[config.mk]
export PLATFORM = sky130hd
export DESIGN_NAME = decimal_integer_parser
export DESIGN_NICKNAME = d
export VERILOG_FILES = /design/src/hw/rtl/dip_pkg.sv /design/src/hw/rtl/decimal_integer_parser.sv /design/src/hw/rtl/dip_cfg.sv /design/src/hw/rtl/dip_accum.sv /design/src/hw/rtl/dip_format.sv
export SDC_FILE = /design/constraint.sdc
export NUM_CORES = 1
export LEC_CHECK = 0
export BUFFER_PORTS_ARGS = -buffer_cell sky130_fd_sc_hd__buf_2
export CAP_MARGIN = 10
export CORE_ASPECT_RATIO = 1.5
export CORE_MARGIN = 3
export CORE_UTILIZATION = 35
export DETAILED_ROUTE_END_ITERATION = 10
export GPL_TIMING_DRIVEN = 0
export PLACE_DENSITY_LB_ADDON = 0.25
export REMOVE_ABC_BUFFERS = 1
export SLEW_MARGIN = 20
export SYNTH_ARGS = -nofsm -noshare
export SYNTH_HDL_FRONTEND = slang
export SYNTH_SLANG_ARGS = --single-unit
[constraint.sdc]
create_clock -name clk_i -period 11.35 [get_ports clk_i]
set_clock_uncertainty 0.1 [all_clocks]
set_input_delay 0.5675 -clock clk_i [delete_from_list [all_inputs] [get_ports clk_i]]
set_output_delay 0.5675 -clock clk_i [all_outputs]
set_load 0.005 [all_outputs]
[src/hw/rtl/dip_pkg.sv]
`timescale 1ns / 1ps
`default_nettype none
// ----------------------------------------------------------------------------
// Decimal integer parser package
// Shared widths, character codes, register map and the record that carries a
// finished parse from the accumulator to the output formatter.
// ----------------------------------------------------------------------------
package dip_pkg;

  // Widths of the stream payloads and of the configuration port.
  localparam int unsigned CharW  = 8;
  localparam int unsigned ValueW = 64;
  localparam int unsigned DataW  = 32;
  localparam int unsigned AddrW  = 2;

  // ASCII codes that the parser recognises.
  localparam logic [CharW-1:0] CharZero  = 8'h30;
  localparam logic [CharW-1:0] CharNine  = 8'h39;
  localparam logic [CharW-1:0] CharPlus  = 8'h2B;
  localparam logic [CharW-1:0] CharMinus = 8'h2D;

  // Register map: the only register is the mode bit at byte address zero.
  localparam logic [AddrW-1:0] AddrSignedMode = 2'd0;
  localparam logic SignedModeReset = 1'b1;

  // A parse that has seen its last character, as handed to the formatter.
  typedef struct packed {
    logic [ValueW-1:0] magnitude;
    logic              is_negative;
    logic              digit_seen;
    logic              has_failed;
  } parse_t;

endpackage : dip_pkg
`default_nettype wire

[src/hw/rtl/decimal_integer_parser.sv]
`timescale 1ns / 1ps
`default_nettype none
// ----------------------------------------------------------------------------
// Decimal integer parser
// Turns a stream of ASCII decimal characters into a 64-bit integer.
// ----------------------------------------------------------------------------
// Usage:
//   The slave stream carries one character per transfer in tdata, with tlast
//   marking the final character of a number. Non-final characters produce no
//   output; the final one produces one master-stream transfer holding the
//   value (two's complement in signed mode, zero on failure) in tdata and the
//   ok flag in tuser. The APB port holds the signed-mode bit at address 0;
//   write it only while no number is in flight.
//   Throughput is one character per cycle while the slave side is not stalled.
//   The path is three registers deep: input register, accumulator (one
//   multiply-by-ten and add per character), then the output register.
//   Reset clears all stages and the parse state and sets signed mode. When
//   the receiver stalls, the output register holds its result while the
//   finished-parse and input registers keep accepting; digits that are not
//   final keep flowing into the accumulator, and the slave side stalls only
//   once a further final character finds both later stages full.
// ----------------------------------------------------------------------------
module decimal_integer_parser (
  input  wire logic                       clk_i,
  input  wire logic                       rst_ni,
  // Slave stream; tdata: [7:0] char_code.
  input  wire logic                       s_axis_tvalid_i,
  output logic                            s_axis_tready_o,
  input  wire logic [dip_pkg::CharW-1:0]  s_axis_tdata_i,
  input  wire logic                       s_axis_tlast_i,
  // Master stream; tdata: [63:0] value_bits; tuser: [0] ok.
  output logic                            m_axis_tvalid_o,
  input  wire logic                       m_axis_tready_i,
  output logic      [dip_pkg::ValueW-1:0] m_axis_tdata_o,
  output logic                            m_axis_tuser_o,
  // Configuration port.
  input  wire logic                       psel_i,
  input  wire logic                       penable_i,
  input  wire logic                       pwrite_i,
  input  wire logic [dip_pkg::AddrW-1:0]  paddr_i,
  input  wire logic [dip_pkg::DataW-1:0]  pwdata_i,
  output logic      [dip_pkg::DataW-1:0]  prdata_o,
  output logic                            pready_o
);

  logic            signed_mode;
  logic            fin_valid;
  logic            fin_ready;
  dip_pkg::parse_t fin_parse;

  dip_cfg u_cfg (
    .clk_i         (clk_i),
    .rst_ni        (rst_ni),
    .psel_i        (psel_i),
    .penable_i     (penable_i),
    .pwrite_i      (pwrite_i),
    .paddr_i       (paddr_i),
    .pwdata_i      (pwdata_i),
    .prdata_o      (prdata_o),
    .pready_o      (pready_o),
    .signed_mode_o (signed_mode)
  );

  dip_accum u_accum (
    .clk_i         (clk_i),
    .rst_ni        (rst_ni),
    .signed_mode_i (signed_mode),
    .in_valid_i    (s_axis_tvalid_i),
    .in_ready_o    (s_axis_tready_o),
    .in_char_i     (s_axis_tdata_i),
    .in_last_i     (s_axis_tlast_i),
    .fin_valid_o   (fin_valid),
    .fin_ready_i   (fin_ready),
    .fin_parse_o   (fin_parse)
  );

  dip_format u_format (
    .clk_i         (clk_i),
    .rst_ni        (rst_ni),
    .signed_mode_i (signed_mode),
    .fin_valid_i   (fin_valid),
    .fin_ready_o   (fin_ready),
    .fin_parse_i   (fin_parse),
    .out_valid_o   (m_axis_tvalid_o),
    .out_ready_i   (m_axis_tready_i),
    .out_value_o   (m_axis_tdata_o),
    .out_ok_o      (m_axis_tuser_o)
  );

endmodule : decimal_integer_parser
`default_nettype wire

[src/hw/rtl/dip_cfg.sv]
`timescale 1ns / 1ps
`default_nettype none
// ----------------------------------------------------------------------------
// Decimal integer parser configuration registers
// APB-style register file holding the signed-mode bit.
// ----------------------------------------------------------------------------
module dip_cfg (
  input  wire logic                      clk_i,
  input  wire logic                      rst_ni,
  input  wire logic                      psel_i,
  input  wire logic                      penable_i,
  input  wire logic                      pwrite_i,
  input  wire logic [dip_pkg::AddrW-1:0] paddr_i,
  input  wire logic [dip_pkg::DataW-1:0] pwdata_i,
  output logic      [dip_pkg::DataW-1:0] prdata_o,
  output logic                           pready_o,
  output logic                           signed_mode_o
);

  logic signed_mode_q;
  logic signed_mode_d;
  logic wr_en;

  // Every access completes without wait states; pready is tied high.
  assign pready_o = 1'b1;
  assign wr_en    = psel_i && penable_i && pwrite_i && (paddr_i == dip_pkg::AddrSignedMode);

  always_comb begin
    signed_mode_d = signed_mode_q;
    if (wr_en) begin
      signed_mode_d = pwdata_i[0];
    end
  end

  always_ff @(posedge clk_i or negedge rst_ni) begin
    if (!rst_ni) begin
      signed_mode_q <= dip_pkg::SignedModeReset;
    end else begin
      signed_mode_q <= signed_mode_d;
    end
  end

  // Read back; unmapped addresses read as zero.
  always_comb begin
    prdata_o = '0;
    if (paddr_i == dip_pkg::AddrSignedMode) begin
      prdata_o = {{(dip_pkg::DataW-1){1'b0}}, signed_mode_q};
    end
  end

  assign signed_mode_o = signed_mode_q;

endmodule : dip_cfg
`default_nettype wire

[src/hw/rtl/dip_accum.sv]
`timescale 1ns / 1ps
`default_nettype none
// ----------------------------------------------------------------------------
// Decimal integer parser accumulator
// Registers each incoming character, folds it into the running parse state and
// hands the finished parse to the formatter on the last character.
// ----------------------------------------------------------------------------
module dip_accum (
  input  wire logic                      clk_i,
  input  wire logic                      rst_ni,
  input  wire logic                      signed_mode_i,
  input  wire logic                      in_valid_i,
  output logic                           in_ready_o,
  input  wire logic [dip_pkg::CharW-1:0] in_char_i,
  input  wire logic                      in_last_i,
  output logic                           fin_valid_o,
  input  wire logic                      fin_ready_i,
  output dip_pkg::parse_t                fin_parse_o
);

  localparam int unsigned ProdW = dip_pkg::ValueW + 4;

  // Input register.
  logic                      in_valid_q;
  logic [dip_pkg::CharW-1:0] in_char_q;
  logic                      in_last_q;

  // Running parse state.
  logic [dip_pkg::ValueW-1:0] mag_q, mag_d;
  logic neg_q, neg_d;
  logic start_q, start_d;
  logic seen_q, seen_d;
  logic failed_q, failed_d;

  // Finished parse register.
  logic            fin_valid_q, fin_valid_d;
  dip_pkg::parse_t fin_parse_q;

  logic fin_free;
  logic step;
  logic is_sign;
  logic char_is_num;
  logic [ProdW-1:0] prod;
  logic [ProdW-1:0] digit_ext;
  dip_pkg::parse_t next_parse;

  // A character is consumed unless it is the last one and the finished
  // parse register is still occupied.
  assign fin_free   = !fin_valid_q || fin_ready_i;
  assign step       = in_valid_q && (!in_last_q || fin_free);
  assign in_ready_o = !in_valid_q || step;

  always_ff @(posedge clk_i or negedge rst_ni) begin
    if (!rst_ni) begin
      in_valid_q <= 1'b0;
    end else if (in_ready_o) begin
      in_valid_q <= in_valid_i;
    end
  end

  always_ff @(posedge clk_i) begin
    if (in_ready_o && in_valid_i) begin
      in_char_q <= in_char_i;
      in_last_q <= in_last_i;
    end
  end

  // Classify the character and form magnitude * 10 + digit as (m << 3) + (m << 1) + d.
  assign is_sign     = (in_char_q == dip_pkg::CharPlus) || (in_char_q == dip_pkg::CharMinus);
  assign char_is_num = (in_char_q >= dip_pkg::CharZero) && (in_char_q <= dip_pkg::CharNine);
  assign digit_ext   = {{(ProdW-dip_pkg::CharW){1'b0}}, in_char_q - dip_pkg::CharZero};
  assign prod        = {1'b0, mag_q, 3'b000} + {3'b000, mag_q, 1'b0} + digit_ext;

  // Fold the character into the parse state.
  always_comb begin
    next_parse.magnitude   = mag_q;
    next_parse.is_negative = neg_q;
    next_parse.digit_seen  = seen_q;
    next_parse.has_failed  = failed_q;
    if (!failed_q) begin
      if (start_q && signed_mode_i && is_sign) begin
        next_parse.is_negative = (in_char_q == dip_pkg::CharMinus);
      end else if (!char_is_num) begin
        next_parse.has_failed = 1'b1;
      end else if (prod[ProdW-1:dip_pkg::ValueW] != '0) begin
        // The product would pass the largest 64-bit value.
        next_parse.has_failed = 1'b1;
      end else begin
        next_parse.magnitude  = prod[dip_pkg::ValueW-1:0];
        next_parse.digit_seen = 1'b1;
      end
    end
  end

  // State update; the last character returns the state to its idle values.
  always_comb begin
    mag_d    = mag_q;
    neg_d    = neg_q;
    start_d  = start_q;
    seen_d   = seen_q;
    failed_d = failed_q;
    if (step) begin
      if (in_last_q) begin
        mag_d    = '0;
        neg_d    = 1'b0;
        start_d  = 1'b1;
        seen_d   = 1'b0;
        failed_d = 1'b0;
      end else begin
        mag_d    = next_parse.magnitude;
        neg_d    = next_parse.is_negative;
        start_d  = 1'b0;
        seen_d   = next_parse.digit_seen;
        failed_d = next_parse.has_failed;
      end
    end
  end

  always_comb begin
    fin_valid_d = fin_valid_q && !fin_ready_i;
    if (step && in_last_q) begin
      fin_valid_d = 1'b1;
    end
  end

  always_ff @(posedge clk_i or negedge rst_ni) begin
    if (!rst_ni) begin
      mag_q       <= '0;
      neg_q       <= 1'b0;
      start_q     <= 1'b1;
      seen_q      <= 1'b0;
      failed_q    <= 1'b0;
      fin_valid_q <= 1'b0;
    end else begin
      mag_q       <= mag_d;
      neg_q       <= neg_d;
      start_q     <= start_d;
      seen_q      <= seen_d;
      failed_q    <= failed_d;
      fin_valid_q <= fin_valid_d;
    end
  end

  always_ff @(posedge clk_i) begin
    if (step && in_last_q) begin
      fin_parse_q <= next_parse;
    end
  end

  assign fin_valid_o = fin_valid_q;
  assign fin_parse_o = fin_parse_q;

`ifndef SYNTHESIS
  // Between strings the parse state is fully cleared.
  a_start_clear: assert property (@(posedge clk_i) disable iff (!rst_ni)
    start_q |-> (mag_q == '0) && !neg_q && !seen_q && !failed_q)
    else $error("dip_accum: parse state not clear at string start");

  // No digit accepted means the magnitude is still zero.
  a_mag_needs_digit: assert property (@(posedge clk_i) disable iff (!rst_ni)
    !seen_q |-> (mag_q == '0))
    else $error("dip_accum: magnitude nonzero without a digit");

  // A finished parse only appears after a last character was consumed.
  a_fin_from_last: assert property (@(posedge clk_i) disable iff (!rst_ni)
    $rose(fin_valid_q) |-> $past(step && in_last_q))
    else $error("dip_accum: finished parse without a last character");
`endif

endmodule : dip_accum
`default_nettype wire

[src/hw/rtl/dip_format.sv]
`timescale 1ns / 1ps
`default_nettype none
// ----------------------------------------------------------------------------
// Decimal integer parser output formatter
// Range-checks a finished parse, applies the sign and holds the result in the
// output register until the receiver takes it.
// ----------------------------------------------------------------------------
module dip_format (
  input  wire logic                       clk_i,
  input  wire logic                       rst_ni,
  input  wire logic                       signed_mode_i,
  input  wire logic                       fin_valid_i,
  output logic                            fin_ready_o,
  input  wire dip_pkg::parse_t            fin_parse_i,
  output logic                            out_valid_o,
  input  wire logic                       out_ready_i,
  output logic      [dip_pkg::ValueW-1:0] out_value_o,
  output logic                            out_ok_o
);

  logic                       out_valid_q;
  logic [dip_pkg::ValueW-1:0] out_value_q, value_d;
  logic                       out_ok_q, ok_d;
  logic                       out_free;
  logic                       lower_zero;

  assign out_free    = !out_valid_q || out_ready_i;
  assign fin_ready_o = out_free;
  assign lower_zero  = (fin_parse_i.magnitude[dip_pkg::ValueW-2:0] == '0);

  // Range check and two's-complement conversion.
  always_comb begin
    ok_d    = !fin_parse_i.has_failed && fin_parse_i.digit_seen;
    value_d = fin_parse_i.magnitude;
    if (signed_mode_i) begin
      if (fin_parse_i.is_negative) begin
        // Magnitudes up to 2^63 fit, the minimum value included.
        if (fin_parse_i.magnitude[dip_pkg::ValueW-1] && !lower_zero) begin
          ok_d = 1'b0;
        end
        value_d = (~fin_parse_i.magnitude) + {{(dip_pkg::ValueW-1){1'b0}}, 1'b1};
      end else if (fin_parse_i.magnitude[dip_pkg::ValueW-1]) begin
        ok_d = 1'b0;
      end
    end else if (fin_parse_i.is_negative) begin
      ok_d = 1'b0;
    end
    if (!ok_d) begin
      value_d = '0;
    end
  end

  always_ff @(posedge clk_i or negedge rst_ni) begin
    if (!rst_ni) begin
      out_valid_q <= 1'b0;
    end else if (out_free) begin
      out_valid_q <= fin_valid_i;
    end
  end

  always_ff @(posedge clk_i) begin
    if (out_free && fin_valid_i) begin
      out_value_q <= value_d;
      out_ok_q    <= ok_d;
    end
  end

  assign out_valid_o = out_valid_q;
  assign out_value_o = out_value_q;
  assign out_ok_o    = out_ok_q;

`ifndef SYNTHESIS
  // A failed parse always reports a zero value.
  a_fail_zero: assert property (@(posedge clk_i) disable iff (!rst_ni)
    out_valid_q && !out_ok_q |-> (out_value_q == '0))
    else $error("dip_format: failed result with nonzero value");

  // A finished parse is taken whenever the output register has room.
  a_take_when_free: assert property (@(posedge clk_i) disable iff (!rst_ni)
    fin_valid_i && out_free |=> out_valid_q)
    else $error("dip_format: finished parse not moved to output");

  // A stalled result stays on offer unchanged.
  a_hold_stable: assert property (@(posedge clk_i) disable iff (!rst_ni)
    out_valid_q && !out_ready_i |=> out_valid_q && $stable(out_value_q) && $stable(out_ok_q))
    else $error("dip_format: stalled result changed");
`endif

endmodule : dip_format
`default_nettype wire
==> run metrics <==
cells along the critical path ha_1 > xor2_1 > fa_1 > inv_1 > ha_1 > o211ai_1 > o211ai_1 > a31oi_1 > o211ai_1 > a41oi_1 > o31a_1 > xnor2_1 > or3_1 > a211oi_4 > buf_8 > a21oi_4 > buf_16 > a22o_1; Synth Flop Type edfxtp_1; hold slack 0.109 ns; Fill cells 3998; met1 WL 13.3 mm; postcts setup bufs 0; clk sinks 213; f_max 0.175 GHz; RSZ-0062 raised after global routing false; Total Wirelength 34.7 mm; number of synthesized flops with an enable pin 141; syn_area_per_cell 9.76 um^2; dpl hpwl 27.4 mm; Non-Filler Instances 2048; largest net degree at the start of global routing 47; post-synthesis sequential area ratio 42.2%; leak pwr 6.67 nW; clock root buffer clkbuf_16; metal2 WL 19.3 mm; H-Tree Depth 1; startpoint types flop; worst-path fanout max 27; Worst slew margin 29.2%; Sw Share 23.5%; gr usage total 15.8%; synth-to-layout area growth 11.9%; die height 254 um; clock share of power 42.4%; CP required 11.65 ns; P_sw 0.417 mW; multi-input logic area 7690 um^2; CTS max path bufs 3; Worst setup EP type flop; synth warn 0; Register Area 6040 um^2; Yosys cell types 76; routed via count 10.9k; Reg power frac 49.5%; Die Area 43400 um^2; CTS clk-pin slew, worst paths 0.06 ns; delay of the slowest cell on the worst path 0.71 ns; TritonCTS clock tree built; vias in the first global route 11.0k; Starting DRT DRC Count 583; worst endpoint data arrival time 6.03 ns; Final Max Tran Viols 0; outcome finished, final reports clean; IO Count 150; max-cap viol count 0; Worst-Margin Slew 1.06 ns; wire per inst 16.9 um; grt ovf 0; Vias/cell 5.32; final setup fails 0; Critical Path Most Common Cell o211ai_1; PostCTS Resize Cnt 0; first-pass GRT wire length 55.6 mm; GPL Wtd Cong 0.877; post-synthesis async set-or-reset flop share 33.8%; Core Footprint 40300 um^2; Synth Register Bits 213; crit path max-delay cell type a211oi_4; Final Critical Period 5.73 ns; PortBufs 86; Antenna Cells 0; Antenna Violating Nets Remaining 0; Post-Synthesis Cell Area 14300 um^2; Final period util 50.5%; placed instance count 2005; total power 1.78 mW; Peak supply drop 107 uV; Hold Crit Class in -> reg; setup TNS 0 ns; top sig layer met4; logic gate share of total power 8.1%; DRT Pass-1 Iters 5; initial antenna violation count 0; Synth Instances 1464; Fin. Hold Viols 0; fraction of layout cells with a size suffix above 1 10.6%; metal3 WL 1.02 mm; FP Rows 90; Core Util, Final 39.7%; Die W 171 um; power per standard cell area 111 nW/um^2; Post-CTS Hold Buffers 1; critical path class reg -> reg; later-pin clock latency in the skew report 0.54 ns; # nets final 1707; TritonCTS Buffers 23; drt drc 0; Internal 1.36 mW; Initial Util 35.5%
==> layer usage <==
| layer | up-vias | track usage, % |
|---|---|---|
| li1 | 5401 | - |
| met1 | 5239 | 17.0 |
| met2 | 200 | 31.6 |
| met3 | 57 | 1.43 |
| met4 | 0 | 5.59 |
| met5 | - | 0 |
==> cell usage after synthesis (10+ instances only) <==
master,n,area [um^2]
nand2_1,173,649
nor2_1,146,548
edfxtp_1,141,4230
ha_1,126,1580
a21oi_1,108,541
dfrtp_1,70,1750
xor2_1,70,613
o21ai_0,62,310
xnor2_1,57,499
o21ai_1,45,225
o2bb2ai_1,44,385
inv_1,39,146
buf_2,37,185
buf_4,32,240
a21o_1,27,203
nand4_1,26,163
clkbuf_1,23,86.3
a22o_1,20,175
nand3_1,18,90.1
nor3_1,18,90.1
o21bai_1,18,135
o31ai_1,18,135
or3_1,12,75.1
nand2b_1,10,62.6
==> worst paths after layout <==
kind                                      start                    to  slack (ns)  cells after the start
max                        u_accum.in_char_q[4]     u_accum.mag_q[25]        5.62                     18
min                           s_axis_tdata_i[6]  u_accum.in_char_q[6]        0.11                      1
max reg2reg                u_accum.in_char_q[4]     u_accum.mag_q[25]        5.62                     18
min reg2reg                     u_accum.start_q       u_accum.start_q        0.37                      2
max in group asynchronous                rst_ni       u_accum.start_q       10.12                      3
min in group asynchronous                rst_ni     u_accum.mag_q[56]        0.42                      2
==> cells by family (layout without fill, tap and decap cells) <==
logic type,after synthesis,after routing,synth area share [%]
and+or+nand+nor,442,442,13.7
AOI/OAI and AO/OA,411,411,19.3
DFF,213,213,42.2
buffers and inverters,135,183,4.87
adders and majority gates,132,132,11.9
xor gates and xnor gates,128,128,7.90
other,2,32,0.0525
muxes,1,1,0.0788
==> power groups by stage <==
stage / clock network [mW] / logic, mW / registers (mW)
2_1_floorplan: 0 / 0.0835 / 0.894
3_3_place_gp: 0 / 0.134 / 0.898
3_5_place_dp: 0 / 0.148 / 0.895
4_1_cts: 0.778 / 0.148 / 0.879
5_1_grt: 0.807 / 0.163 / 0.882
6_report: 0.753 / 0.144 / 0.879
==> placed cells by master (no fill, tap or decap), types with 8 or more instances in the layout <==
cell type,netlist,layout
o21bai_1,18,18
xnor2_1,57,57
o21ai_1,45,45
ha_1,126,126
conb_1,2,32
o211ai_1,8,8
clkbuf_1,23,8
o21ai_0,62,62
nand2_1,173,171
o31ai_1,18,18
and2_1,9,8
nand3_1,18,18
inv_1,39,38
buf_2,37,85
a22o_1,20,20
a21oi_1,108,108
or3_1,12,12
dfrtp_1,70,70
a21o_1,27,27
edfxtp_1,141,141
nor2_1,146,146
o2bb2ai_1,44,44
nor3_1,18,18
nand4_1,26,26
clkbuf_16,0,23
xor2_1,70,70
nand2b_1,10,10
==> area by class of cell <==
class,instances,area share [%]
clock inverter,8,0.594
multi-input combinational,1146,48.1
tap,506,3.96
clock buffer,34,4.04
timing repair buffer,102,4.68
sequential,213,37.7
inverter,39,0.931
==> state kept, by name, summed over array words and instances (netlist names) <==
name                  cells
u_format.out_value_o     64
u_accum.in_valid_q        1
u_accum.neg_q             1
u_accum.fin_valid_o       1
u_format.out_valid_o      1
u_accum.mag_q            64
u_accum.in_last_q         1
u_cfg.signed_mode_o       1
u_accum.start_q           1
u_accum.fin_parse_o      67
u_accum.failed_q          1
u_accum.seen_q            1
u_accum.in_char_q         8
u_format.out_ok_o         1
==> per-stage QoR <==
| stage | area (um^2) | setup slack (ns) |
|---|---|---|
| floorplan | 13900 | 5.88 |
| global placement | 14900 | 4.13 |
| detailed placement | 15200 | 5.63 |
| CTS | 16000 | 5.59 |
| global route | 16000 | 5.24 |
| finish | 16000 | 5.62 |
==> critical path: cells and delay by family, from the launching register on <==
| kind | cells | cell delay [ns] |
|---|---|---|
| flops | 1 | 0.48 |
| fa+ha+maj | 3 | 1.11 |
| simple gates | 1 | 0.40 |
| xor+xnor | 2 | 0.33 |
| compound gates | 9 | 2.62 |
| buf+inv | 3 | 0.50 |
Note: power is estimated with default switching activity, not from simulation.
